`src/rtl/core/lead_compensator_feedforward_steer_top_assert.svh`:
```
// ---------------------------------------------------------------------------
// lead compensator steer assertion macros
// concurrent checks, compiled out when NO_ASSERTIONS is defined
// ---------------------------------------------------------------------------
`ifndef LEAD_COMPENSATOR_FEEDFORWARD_STEER_TOP_ASSERT_SVH
`define LEAD_COMPENSATOR_FEEDFORWARD_STEER_TOP_ASSERT_SVH

`ifndef NO_ASSERTIONS

// property holds at every clock edge outside reset
`define LCFS_ASSERT(lbl, prop, msg) \
  lbl: assert property (@(posedge clk) disable iff (!rst_n) (prop)) else $error(msg);

// consequent holds in the cycle after the antecedent
`define LCFS_ASSERT_NEXT(lbl, ante, cons, msg) \
  lbl: assert property (@(posedge clk) disable iff (!rst_n) (ante) |=> (cons)) \
    else $error(msg);

`else

`define LCFS_ASSERT(lbl, prop, msg)
`define LCFS_ASSERT_NEXT(lbl, ante, cons, msg)

`endif

`endif

```
`src/rtl/core/lcfs_pkg.sv`:
```
// ---------------------------------------------------------------------------
// lcfs_pkg
// widths, register codes and constants of the lead compensator steer block
// ---------------------------------------------------------------------------
`default_nettype none

package lcfs_pkg;

  localparam int GAIN_W    = 16;
  localparam int YAW_W     = 16;
  localparam int COORD_W   = 16;
  localparam int STEER_W   = 32;
  localparam int CFG_IDX_W = 2;
  localparam int CFG_DAT_W = 16;

  // configuration register codes
  localparam logic [CFG_IDX_W-1:0] CFG_ZERO_GAIN = 2'd0;
  localparam logic [CFG_IDX_W-1:0] CFG_POLE_GAIN = 2'd1;
  localparam logic [CFG_IDX_W-1:0] CFG_LOOP_GAIN = 2'd2;

  localparam logic signed [GAIN_W-1:0] ZERO_GAIN_RST = 16'sd819;
  localparam logic signed [GAIN_W-1:0] POLE_GAIN_RST = 16'sd14746;
  localparam logic signed [GAIN_W-1:0] LOOP_GAIN_RST = 16'sd16384;

  localparam logic signed [STEER_W-1:0] STEER_MAX = 32'sh7fff_ffff;
  localparam logic signed [STEER_W-1:0] STEER_MIN = 32'sh8000_0000;

  // 2*y*1000 scaling of the feedforward divisor
  localparam logic signed [STEER_W-1:0] FF_DEN_SCALE = 32'sd2000;

  // quotient bits of the feedforward division
  localparam int DIV_STEPS = 48;

endpackage

`default_nettype wire

```
`src/rtl/core/lcfs_channels.sv`:
```
// ---------------------------------------------------------------------------
// lcfs channels
// valid/ready channel interfaces for input, result and configuration
// ---------------------------------------------------------------------------
`default_nettype none

interface lcfs_in_if;
  logic                                 valid;
  logic                                 ready;
  logic signed [lcfs_pkg::YAW_W-1:0]    yaw_meas;
  logic signed [lcfs_pkg::COORD_W-1:0]  waypoint_x;
  logic signed [lcfs_pkg::COORD_W-1:0]  waypoint_y;
  modport source (output valid, yaw_meas, waypoint_x, waypoint_y, input ready);
  modport sink   (input valid, yaw_meas, waypoint_x, waypoint_y, output ready);
endinterface

interface lcfs_out_if;
  logic                                 valid;
  logic                                 ready;
  logic signed [lcfs_pkg::STEER_W-1:0]  steer_cmd;
  logic                                 saturated;
  modport source (output valid, steer_cmd, saturated, input ready);
  modport sink   (input valid, steer_cmd, saturated, output ready);
endinterface

interface lcfs_cfg_if;
  logic                                 valid;
  logic                                 ready;
  logic [lcfs_pkg::CFG_IDX_W-1:0]       index;
  logic [lcfs_pkg::CFG_DAT_W-1:0]       data;
  modport source (output valid, index, data, input ready);
  modport sink   (input valid, index, data, output ready);
endinterface

`default_nettype wire

```
`src/rtl/core/lead_compensator_feedforward_steer_top.sv`:
```
// ---------------------------------------------------------------------------
// lead_compensator_feedforward_steer_top
// lead compensator plus waypoint feedforward steer command, one shared
// multiplier and a radix-2 restoring divider under a small sequencer
// ---------------------------------------------------------------------------
//  channel  dir  payload                              transfer
//  in_ch    in   yaw_meas, waypoint_x, waypoint_y     valid & ready
//  out_ch   out  steer_cmd, saturated                 valid & ready
//  cfg_ch   in   index, data (gain registers)         valid & ready
//
//  an item passes through 8 multiply steps, 48 divider steps, round and
//  finish, then returns to idle where the next transfer is taken
//  the divider loop produces one quotient bit a cycle
//  synchronous active-low reset, no clearing pass; cfg_ch is always ready
//  a full output register stalls the finish step only; the next item waits
// ---------------------------------------------------------------------------
`default_nettype none

`include "lead_compensator_feedforward_steer_top_assert.svh"

module lead_compensator_feedforward_steer_top (
  input  wire logic clk,
  input  wire logic rst_n,
  lcfs_in_if.sink   in_ch,
  lcfs_out_if.source out_ch,
  lcfs_cfg_if.sink  cfg_ch
);

  localparam logic [2:0] S_IDLE = 3'd0;
  localparam logic [2:0] S_MUL  = 3'd1;
  localparam logic [2:0] S_DIV  = 3'd2;
  localparam logic [2:0] S_RND  = 3'd3;
  localparam logic [2:0] S_FIN  = 3'd4;

  localparam int CNT_W = $clog2(lcfs_pkg::DIV_STEPS);
  localparam int QUO_W = lcfs_pkg::DIV_STEPS;

  logic [2:0] state_r, state_nxt;
  logic [2:0] step_r, step_nxt;
  logic [CNT_W-1:0] cnt_r, cnt_nxt;

  logic signed [lcfs_pkg::GAIN_W-1:0] zero_gain_r, pole_gain_r, loop_gain_r;
  logic signed [lcfs_pkg::STEER_W-1:0] last_cmd_r, last_cmd_nxt;
  logic signed [lcfs_pkg::YAW_W-1:0] last_yaw_r, last_yaw_nxt;

  logic signed [lcfs_pkg::YAW_W-1:0]   yaw_r, yaw_nxt;
  logic signed [lcfs_pkg::COORD_W-1:0] x_r, x_nxt, y_r, y_nxt;

  logic signed [31:0] mul_a;
  logic signed [16:0] mul_b;
  logic signed [48:0] prod_r, prod_nxt;

  logic signed [59:0] acc_r, acc_nxt;
  logic [31:0] sq_r, sq_nxt;
  logic [26:0] den_r, den_nxt;
  logic [26:0] rem_r, rem_nxt;
  logic [QUO_W-1:0] quo_r, quo_nxt;
  logic [27:0] rem_sh;
  logic [28:0] diff;
  logic signed [16:0] ay;

  logic signed [59:0] rnd;
  logic signed [35:0] lead_r, lead_nxt;
  logic signed [39:0] ff_mag;
  logic signed [39:0] ff_r, ff_nxt;
  logic signed [40:0] sum;

  logic out_valid_r, out_valid_nxt;
  logic signed [lcfs_pkg::STEER_W-1:0] steer_r, steer_nxt;
  logic sat_r, sat_nxt;
  logic out_free, in_xfer, out_load;

  assign in_ch.ready   = (state_r == S_IDLE);
  assign in_xfer       = in_ch.valid && in_ch.ready;
  assign out_free      = !out_valid_r || out_ch.ready;
  assign out_load      = (state_r == S_FIN) && out_free;
  assign cfg_ch.ready  = 1'b1;

  assign out_ch.valid     = out_valid_r;
  assign out_ch.steer_cmd = steer_r;
  assign out_ch.saturated = sat_r;

  assign ay = (y_r < 0) ? -17'(y_r) : 17'(y_r);

  // shared multiplier operand select, product registered in prod_r before use
  always_comb begin
    mul_a = '0;
    mul_b = '0;
    case (step_r)
      3'd0: begin mul_a = 32'(loop_gain_r);  mul_b = 17'(yaw_r);       end
      3'd1: begin mul_a = 32'(loop_gain_r);  mul_b = 17'(zero_gain_r); end
      3'd2: begin mul_a = prod_r[31:0];      mul_b = 17'(last_yaw_r);  end
      3'd3: begin mul_a = last_cmd_r;        mul_b = 17'(pole_gain_r); end
      3'd4: begin mul_a = 32'(x_r);          mul_b = 17'(x_r);         end
      3'd5: begin mul_a = 32'(y_r);          mul_b = 17'(y_r);         end
      3'd6: begin mul_a = lcfs_pkg::FF_DEN_SCALE; mul_b = ay;          end
      default: begin mul_a = '0; mul_b = '0; end
    endcase
  end

  assign prod_nxt = mul_a * mul_b;

  assign rem_sh = {rem_r, quo_r[QUO_W-1]};
  assign diff   = {1'b0, rem_sh} - {2'b00, den_r};

  assign rnd    = acc_r + 60'sd8388608;
  assign ff_mag = {2'b00, quo_r[37:0]};
  assign sum    = 41'(lead_r) + 41'(ff_r);

  always_comb begin
    state_nxt     = state_r;
    step_nxt      = step_r;
    cnt_nxt       = cnt_r;
    yaw_nxt       = yaw_r;
    x_nxt         = x_r;
    y_nxt         = y_r;
    acc_nxt       = acc_r;
    sq_nxt        = sq_r;
    den_nxt       = den_r;
    rem_nxt       = rem_r;
    quo_nxt       = quo_r;
    lead_nxt      = lead_r;
    ff_nxt        = ff_r;
    last_cmd_nxt  = last_cmd_r;
    last_yaw_nxt  = last_yaw_r;
    steer_nxt     = steer_r;
    sat_nxt       = sat_r;
    out_valid_nxt = out_valid_r;

    if (out_valid_r && out_ch.ready) begin
      out_valid_nxt = 1'b0;
    end

    case (state_r)
      S_IDLE: begin
        if (in_xfer) begin
          yaw_nxt   = in_ch.yaw_meas;
          x_nxt     = in_ch.waypoint_x;
          y_nxt     = in_ch.waypoint_y;
          step_nxt  = 3'd0;
          state_nxt = S_MUL;
        end
      end
      S_MUL: begin
        step_nxt = step_r + 3'd1;
        case (step_r)
          3'd1: acc_nxt = 60'(prod_r) <<< 14;
          3'd3: acc_nxt = acc_r - 60'(prod_r);
          3'd4: acc_nxt = acc_r + (60'(prod_r) <<< 10);
          3'd5: sq_nxt  = prod_r[31:0];
          3'd6: sq_nxt  = sq_r + prod_r[31:0];
          3'd7: begin
            // dividend is the scaled square sum plus half the divisor
            den_nxt   = prod_r[26:0];
            quo_nxt   = {sq_r, 16'h0000} + QUO_W'(prod_r[26:1]);
            rem_nxt   = '0;
            cnt_nxt   = '0;
            state_nxt = S_DIV;
          end
          default: ;
        endcase
      end
      S_DIV: begin
        if (!diff[28]) begin
          rem_nxt = diff[26:0];
          quo_nxt = {quo_r[QUO_W-2:0], 1'b1};
        end else begin
          rem_nxt = rem_sh[26:0];
          quo_nxt = {quo_r[QUO_W-2:0], 1'b0};
        end
        cnt_nxt = cnt_r + CNT_W'(1);
        if (cnt_r == CNT_W'(lcfs_pkg::DIV_STEPS - 1)) begin
          state_nxt = S_RND;
        end
      end
      S_RND: begin
        lead_nxt  = 36'(rnd >>> 24);
        ff_nxt    = (y_r < 0) ? -ff_mag : ff_mag;
        state_nxt = S_FIN;
      end
      S_FIN: begin
        if (out_free) begin
          if (y_r == 0) begin
            steer_nxt = lcfs_pkg::STEER_MAX;
            sat_nxt   = 1'b1;
          end else if (sum > 41'(lcfs_pkg::STEER_MAX)) begin
            steer_nxt = lcfs_pkg::STEER_MAX;
            sat_nxt   = 1'b1;
          end else if (sum < 41'(lcfs_pkg::STEER_MIN)) begin
            steer_nxt = lcfs_pkg::STEER_MIN;
            sat_nxt   = 1'b1;
          end else begin
            steer_nxt = sum[31:0];
            sat_nxt   = 1'b0;
          end
          last_cmd_nxt  = steer_nxt;
          last_yaw_nxt  = yaw_r;
          out_valid_nxt = 1'b1;
          state_nxt     = S_IDLE;
        end
      end
      default: state_nxt = S_IDLE;
    endcase
  end

  always_ff @(posedge clk) begin
    if (!rst_n) begin
      state_r     <= S_IDLE;
      step_r      <= '0;
      cnt_r       <= '0;
      out_valid_r <= 1'b0;
      last_cmd_r  <= '0;
      last_yaw_r  <= '0;
      zero_gain_r <= lcfs_pkg::ZERO_GAIN_RST;
      pole_gain_r <= lcfs_pkg::POLE_GAIN_RST;
      loop_gain_r <= lcfs_pkg::LOOP_GAIN_RST;
    end else begin
      state_r     <= state_nxt;
      step_r      <= step_nxt;
      cnt_r       <= cnt_nxt;
      out_valid_r <= out_valid_nxt;
      last_cmd_r  <= last_cmd_nxt;
      last_yaw_r  <= last_yaw_nxt;
      if (cfg_ch.valid && cfg_ch.ready) begin
        case (cfg_ch.index)
          lcfs_pkg::CFG_ZERO_GAIN: zero_gain_r <= cfg_ch.data;
          lcfs_pkg::CFG_POLE_GAIN: pole_gain_r <= cfg_ch.data;
          lcfs_pkg::CFG_LOOP_GAIN: loop_gain_r <= cfg_ch.data;
          default: ;
        endcase
      end
    end
  end

  // datapath registers
  always_ff @(posedge clk) begin
    yaw_r   <= yaw_nxt;
    x_r     <= x_nxt;
    y_r     <= y_nxt;
    prod_r  <= prod_nxt;
    acc_r   <= acc_nxt;
    sq_r    <= sq_nxt;
    den_r   <= den_nxt;
    rem_r   <= rem_nxt;
    quo_r   <= quo_nxt;
    lead_r  <= lead_nxt;
    ff_r    <= ff_nxt;
    steer_r <= steer_nxt;
    sat_r   <= sat_nxt;
  end

  `LCFS_ASSERT_NEXT(a_busy_after_in, in_ch.valid && in_ch.ready, state_r != S_IDLE, "input transfer did not start the sequencer")
  `LCFS_ASSERT(a_load_from_finish, $rose(out_valid_r) |-> $past(state_r == S_FIN), "result appeared outside the finish step")
  `LCFS_ASSERT(a_sat_at_rail, out_valid_r && sat_r |-> (steer_r == lcfs_pkg::STEER_MAX || steer_r == lcfs_pkg::STEER_MIN), "saturated flag without a full-scale command")

endmodule

`default_nettype wire

```
`src/flat_wrapper.sv`:
```
// flat-port wrapper written by rule: the top's interface ports become plain ports
module lead_compensator_feedforward_steer_top_flat 
  (clk, rst_n, in_ch_valid, in_ch_yaw_meas, in_ch_waypoint_x, in_ch_waypoint_y, in_ch_ready, out_ch_valid, out_ch_steer_cmd, out_ch_saturated, out_ch_ready, cfg_ch_valid, cfg_ch_index, cfg_ch_data, cfg_ch_ready);
  lcfs_in_if in_ch_i ();
  lcfs_out_if out_ch_i ();
  lcfs_cfg_if cfg_ch_i ();
  input  wire logic clk;
  input  wire logic rst_n;
  input wire logic [$bits(in_ch_i.valid)-1:0] in_ch_valid;
  input wire logic [$bits(in_ch_i.yaw_meas)-1:0] in_ch_yaw_meas;
  input wire logic [$bits(in_ch_i.waypoint_x)-1:0] in_ch_waypoint_x;
  input wire logic [$bits(in_ch_i.waypoint_y)-1:0] in_ch_waypoint_y;
  output wire logic [$bits(in_ch_i.ready)-1:0] in_ch_ready;
  output wire logic [$bits(out_ch_i.valid)-1:0] out_ch_valid;
  output wire logic [$bits(out_ch_i.steer_cmd)-1:0] out_ch_steer_cmd;
  output wire logic [$bits(out_ch_i.saturated)-1:0] out_ch_saturated;
  input wire logic [$bits(out_ch_i.ready)-1:0] out_ch_ready;
  input wire logic [$bits(cfg_ch_i.valid)-1:0] cfg_ch_valid;
  input wire logic [$bits(cfg_ch_i.index)-1:0] cfg_ch_index;
  input wire logic [$bits(cfg_ch_i.data)-1:0] cfg_ch_data;
  output wire logic [$bits(cfg_ch_i.ready)-1:0] cfg_ch_ready;
  assign in_ch_i.valid = in_ch_valid;
  assign in_ch_i.yaw_meas = in_ch_yaw_meas;
  assign in_ch_i.waypoint_x = in_ch_waypoint_x;
  assign in_ch_i.waypoint_y = in_ch_waypoint_y;
  assign in_ch_ready = in_ch_i.ready;
  assign out_ch_valid = out_ch_i.valid;
  assign out_ch_steer_cmd = out_ch_i.steer_cmd;
  assign out_ch_saturated = out_ch_i.saturated;
  assign out_ch_i.ready = out_ch_ready;
  assign cfg_ch_i.valid = cfg_ch_valid;
  assign cfg_ch_i.index = cfg_ch_index;
  assign cfg_ch_i.data = cfg_ch_data;
  assign cfg_ch_ready = cfg_ch_i.ready;
  lead_compensator_feedforward_steer_top u_core (.clk(clk), .rst_n(rst_n), .in_ch(in_ch_i), .out_ch(out_ch_i), .cfg_ch(cfg_ch_i));
endmodule
```
`config.mk`:
```
export PLATFORM = sky130hd
export DESIGN_NAME = lead_compensator_feedforward_steer_top_flat
export DESIGN_NICKNAME = d
export VERILOG_FILES = /design/src/rtl/core/lcfs_pkg.sv /design/src/rtl/core/lcfs_channels.sv /design/src/rtl/core/lead_compensator_feedforward_steer_top.sv /design/src/flat_wrapper.sv
export VERILOG_INCLUDE_DIRS = /design/src /design/src/rtl/core
export SDC_FILE = /design/constraint.sdc
export NUM_CORES = 2
export LEC_CHECK = 0
export BUFFER_PORTS_ARGS = -buffer_cell sky130_fd_sc_hd__buf_4
export CAP_MARGIN = 20
export CORE_UTILIZATION = 50
export CTS_CLUSTER_SIZE = 12
export DETAILED_ROUTE_END_ITERATION = 6
export GPL_ROUTABILITY_DRIVEN = 0
export HOLD_SLACK_MARGIN = 0.05
export PLACE_DENSITY = 0.73
export SYNTH_ARGS = -nofsm -noshare
export SYNTH_HDL_FRONTEND = slang
export SYNTH_SLANG_ARGS = --single-unit
```
`constraint.sdc`:
```
create_clock -name clk -period 11 [get_ports clk]
set_input_delay 2.2 -clock clk [delete_from_list [all_inputs] [get_ports clk]]
set_output_delay 2.2 -clock clk [all_outputs]
set_load 0.01 [all_outputs]
```
==> impl_metrics.toml <==
[outcome]
status = "finished clean"

[synthesis]
synth-compound-area-share = 0.1555
ys_seq_elements = 509
synth-simple-area-share = 0.1571
synthFlopType = "edfxtp_1"
yosys-top-cells-count = "723 x inv_1, 699 x nand2_1, 527 x fa_1"
synthesis.nets = 6599
yosysMostFrequentCell = "inv_1"
synth-xor-area-share = 0.05705
synth_area_per_cell_um2 = 9.032
ys_warn_count = 0
yosysUniqueCellTypes = 89
netlist.area_leader.share = 0.2064
synthCells = 5660
async_reset_ff_frac = 0
ys_seq_area_frac = 0.2681
synth_edf_count = 351
synthAdderAreaFrac = 0.2898
yosys-top-cells-area = "fa_1 21%, edfxtp_1 21%, ha_1 8.3%"
synth_mux_area_frac = 0.001004
synth_top_family_by_area = "adder cells"
synthDominantAreaCellType = "fa_1"
synth_area_mm2 = 0.05112

[sta]
setup-violations-final = 0
skew_ns = 0.02933
fmax_ghz = 0.09890
worstMarginPinSlew_ns = 1.283
fin_crit_sh = 0.9192
hold_viol = 0
final.setup.worst_slack_ns = 0.8890
totalNegativeSetupSlack_ns = 0
period_needed_ns = 10.11
slew_headroom = 0.1448
drv_slew = 0
rsz0062_at_grt = "no"

[clocking]
numCtsBuffers = 56
clkSinkCount = 509
cts_tree = "done"
cts_resized = 0
clk_path_buf_depth = 3
clock_latency_ns = 0.66
root_buffer = "clkbuf_16"
postCtsSetupBuffers = 0
clk_pin_slew_ns = 0.06
htreeDepth = 2
cts_hold_buf = 0

[route]
routed_via_density = 5.946
drcViolationCount = 0
wire_per_inst_um = 21.15
wirelength_um = 149100
vias = 41940
detail-route-antenna-nets = 0
drtIter0Drc = 4193
dr.pass1.iters = 6

[worst_setup_path]
path_delay_family = "adder cells"
cpMostUsedCell = "fa_1"
end_kind = "flop"
crit_buf_inv = 6
r2r_start = "u_core.step_r[0]"
worst-endpoint-arrival_ns = 10.65
startpoint = "u_core.step_r[0]"
worst_setup_path_start_kind = "flop"
cp.required_ns = 11.54
crit_fanout = 18
critPathSlowestCell = "a221oi_1"
crit_type = "reg2reg"
slowest_delay_ns = 1.13

[placed_design]
pre_cts_slack_ns = 1.070
dp.final_hpwl_um = 117300
dp.cells = 6951
port_buffers = 105

[final_layout]
drive_above_1_share = 0.06162
area_growth_pct = 8.077
layout.nets = 6594
layout.cells.non_filler = 7053
diodes = 0
nFillCells = 8972

[grt]
grt_pass1_vias = 40670
grt.total_usage = 0.2873
grt_max_degree = 107
grt_first_pass_wirelength_um = 231100
grt_use_met3 = 0.04911
busiest_layer = "met2"
grt_antenna_before_repair = 3
use_met2 = 0.4495
globalRouteOverflowTotal = 0
met1_usage = 0.3935

[pwr]
ir_worst_vdd_uv = 145.1
p_int_w = 0.005320
leakage_nw = 24.61
comb_power_share = 0.523
power.share.clock = 0.209
powerDensity_mw_per_mm2 = 169.5
power_frac_seq = 0.268
switching_power_w = 0.004044
sw_frac_of_total = 0.4319
totalPowerFinal_w = 0.009364

[die]
start_util = 0.5075
die_x_um = 321.7
num_rows = 116
core_area_mm2 = 0.1007
fp.dieArea_mm2 = 0.1035
pin_count = 107
die_h_um = 321.7

[min_path]
min_from = "u_core.zero_gain_r[9]"
hold_path_class = "reg2reg"

[run]
max_cap_violations = 0
-- metal layers --
layer / up-vias / part of all wire
li1: 19080 / -
met1: 20490 / 0.41
met2: 2004 / 0.45
met3: 369 / 0.096
met4: 0 / 0.045
met5: - / 0
-- final timing paths --
| path | depth (start not counted) | slack, ns | end |
|---|---|---|---|
| setup / recovery | 32 | 0.89 | u_core.prod_r[47] |
| hold / removal | 2 | 0.47 | u_core.zero_gain_r[9] |
| setup reg to reg | 32 | 0.89 | u_core.prod_r[47] |
| hold reg to reg | 2 | 0.47 | u_core.zero_gain_r[9] |
-- metrics by stage --
step / utilization / hold WS, ns / cell area, um2
6_report: 0.5485 / 0.4678 / 55250
5_1_grt: 0.5485 / 0.4849 / 55250
4_1_cts: 0.5481 / 0.4690 / 55200
3_5_place_dp: 0.5295 / 0.4590 / 53330
3_3_place_gp: 0.5295 / 0.4475 / 53330
2_1_floorplan: - / 0.4345 / 51120
-- cell usage in the layout, fill, tap and decap left out, types with 18 or more instances in the layout --
cell       instances
a211oi_1          29
a21boi_0          68
a21o_1           124
a21oi_1          297
a221oi_1          33
a22oi_1           69
and2_1            62
and3_1            59
buf_4            171
clkbuf_16         57
dfxtp_1          158
edfxtp_1         351
fa_1             527
ha_1             340
inv_1            722
nand2_1          697
nand2b_1          67
nand3_1          128
nand4_1           49
nor2_1           488
nor2b_1           43
nor3_1            56
o211ai_1          40
o21a_1            35
o21ai_0          248
o21bai_1          37
o31ai_1           25
o41ai_1           18
or2_2             35
or3_1             27
xnor2_1          210
xor2_1           123
-- worst register-to-register path: cells and delay by family, from the launching register on --
kind	cells	cell delay [ns]
buf+inv	6	0.53
compound gates	9	3.38
simple gates	8	1.87
xor+xnor	1	0.13
flops	1	0.40
fa+ha+maj	8	3.67
-- power groups by stage --
| stage | Sequential, W | Clock (W) | Combinational, W |
|---|---|---|---|
| after global routing | 0.00250 | 0.00205 | 0.00545 |
| after floorplan | 0.00236 | 0 | 0.00368 |
| after detailed placement | 0.00254 | 0 | 0.00481 |
| after CTS | 0.00250 | 0.00198 | 0.00484 |
| after global placement | 0.00254 | 0 | 0.00472 |
| final | 0.00251 | 0.00196 | 0.00490 |
-- final cells by class --
cell class              count  area [um2]  area share
multi-input cells        4189       33930      0.6141
flip-flops and latches    509       13700      0.2480
inverters                 725        2721     0.04926
well taps                1357        1698     0.03073
clock buffers              73        1498     0.02711
repair buffers            174        1328     0.02403
clock inverters            26       372.9    0.006749
-- kinds of logic after synthesis --
kind of cell / after synthesis
AO/OA/AOI/OAI: 1199
XOR/XNOR: 333
adder cells (fa/ha/maj): 868
buffers and inverters: 962
flip-flops: 509
multiplexers: 5
other: 1
AND/OR/NAND/NOR: 1783
-- sequential cells by signal (all words and copies together), names as in the netlist --
name                     count
u_core.acc_r                60
u_core.cnt_r                 6
u_core.den_r                27
u_core.ff_r                 40
u_core.last_cmd_r           32
u_core.last_yaw_r           16
u_core.lead_r               36
u_core.loop_gain_r          16
u_core.out_ch.saturated      1
u_core.out_ch.steer_cmd     32
u_core.out_ch.valid          1
u_core.pole_gain_r          16
u_core.prod_r               49
u_core.quo_r                48
u_core.rem_r                27
u_core.sq_r                 32
u_core.state_r               3
u_core.step_r                3
u_core.x_r                  16
u_core.y_r                  16
u_core.yaw_r                16
u_core.zero_gain_r          16
No activity file was read; power rests on OpenSTA's default activity.
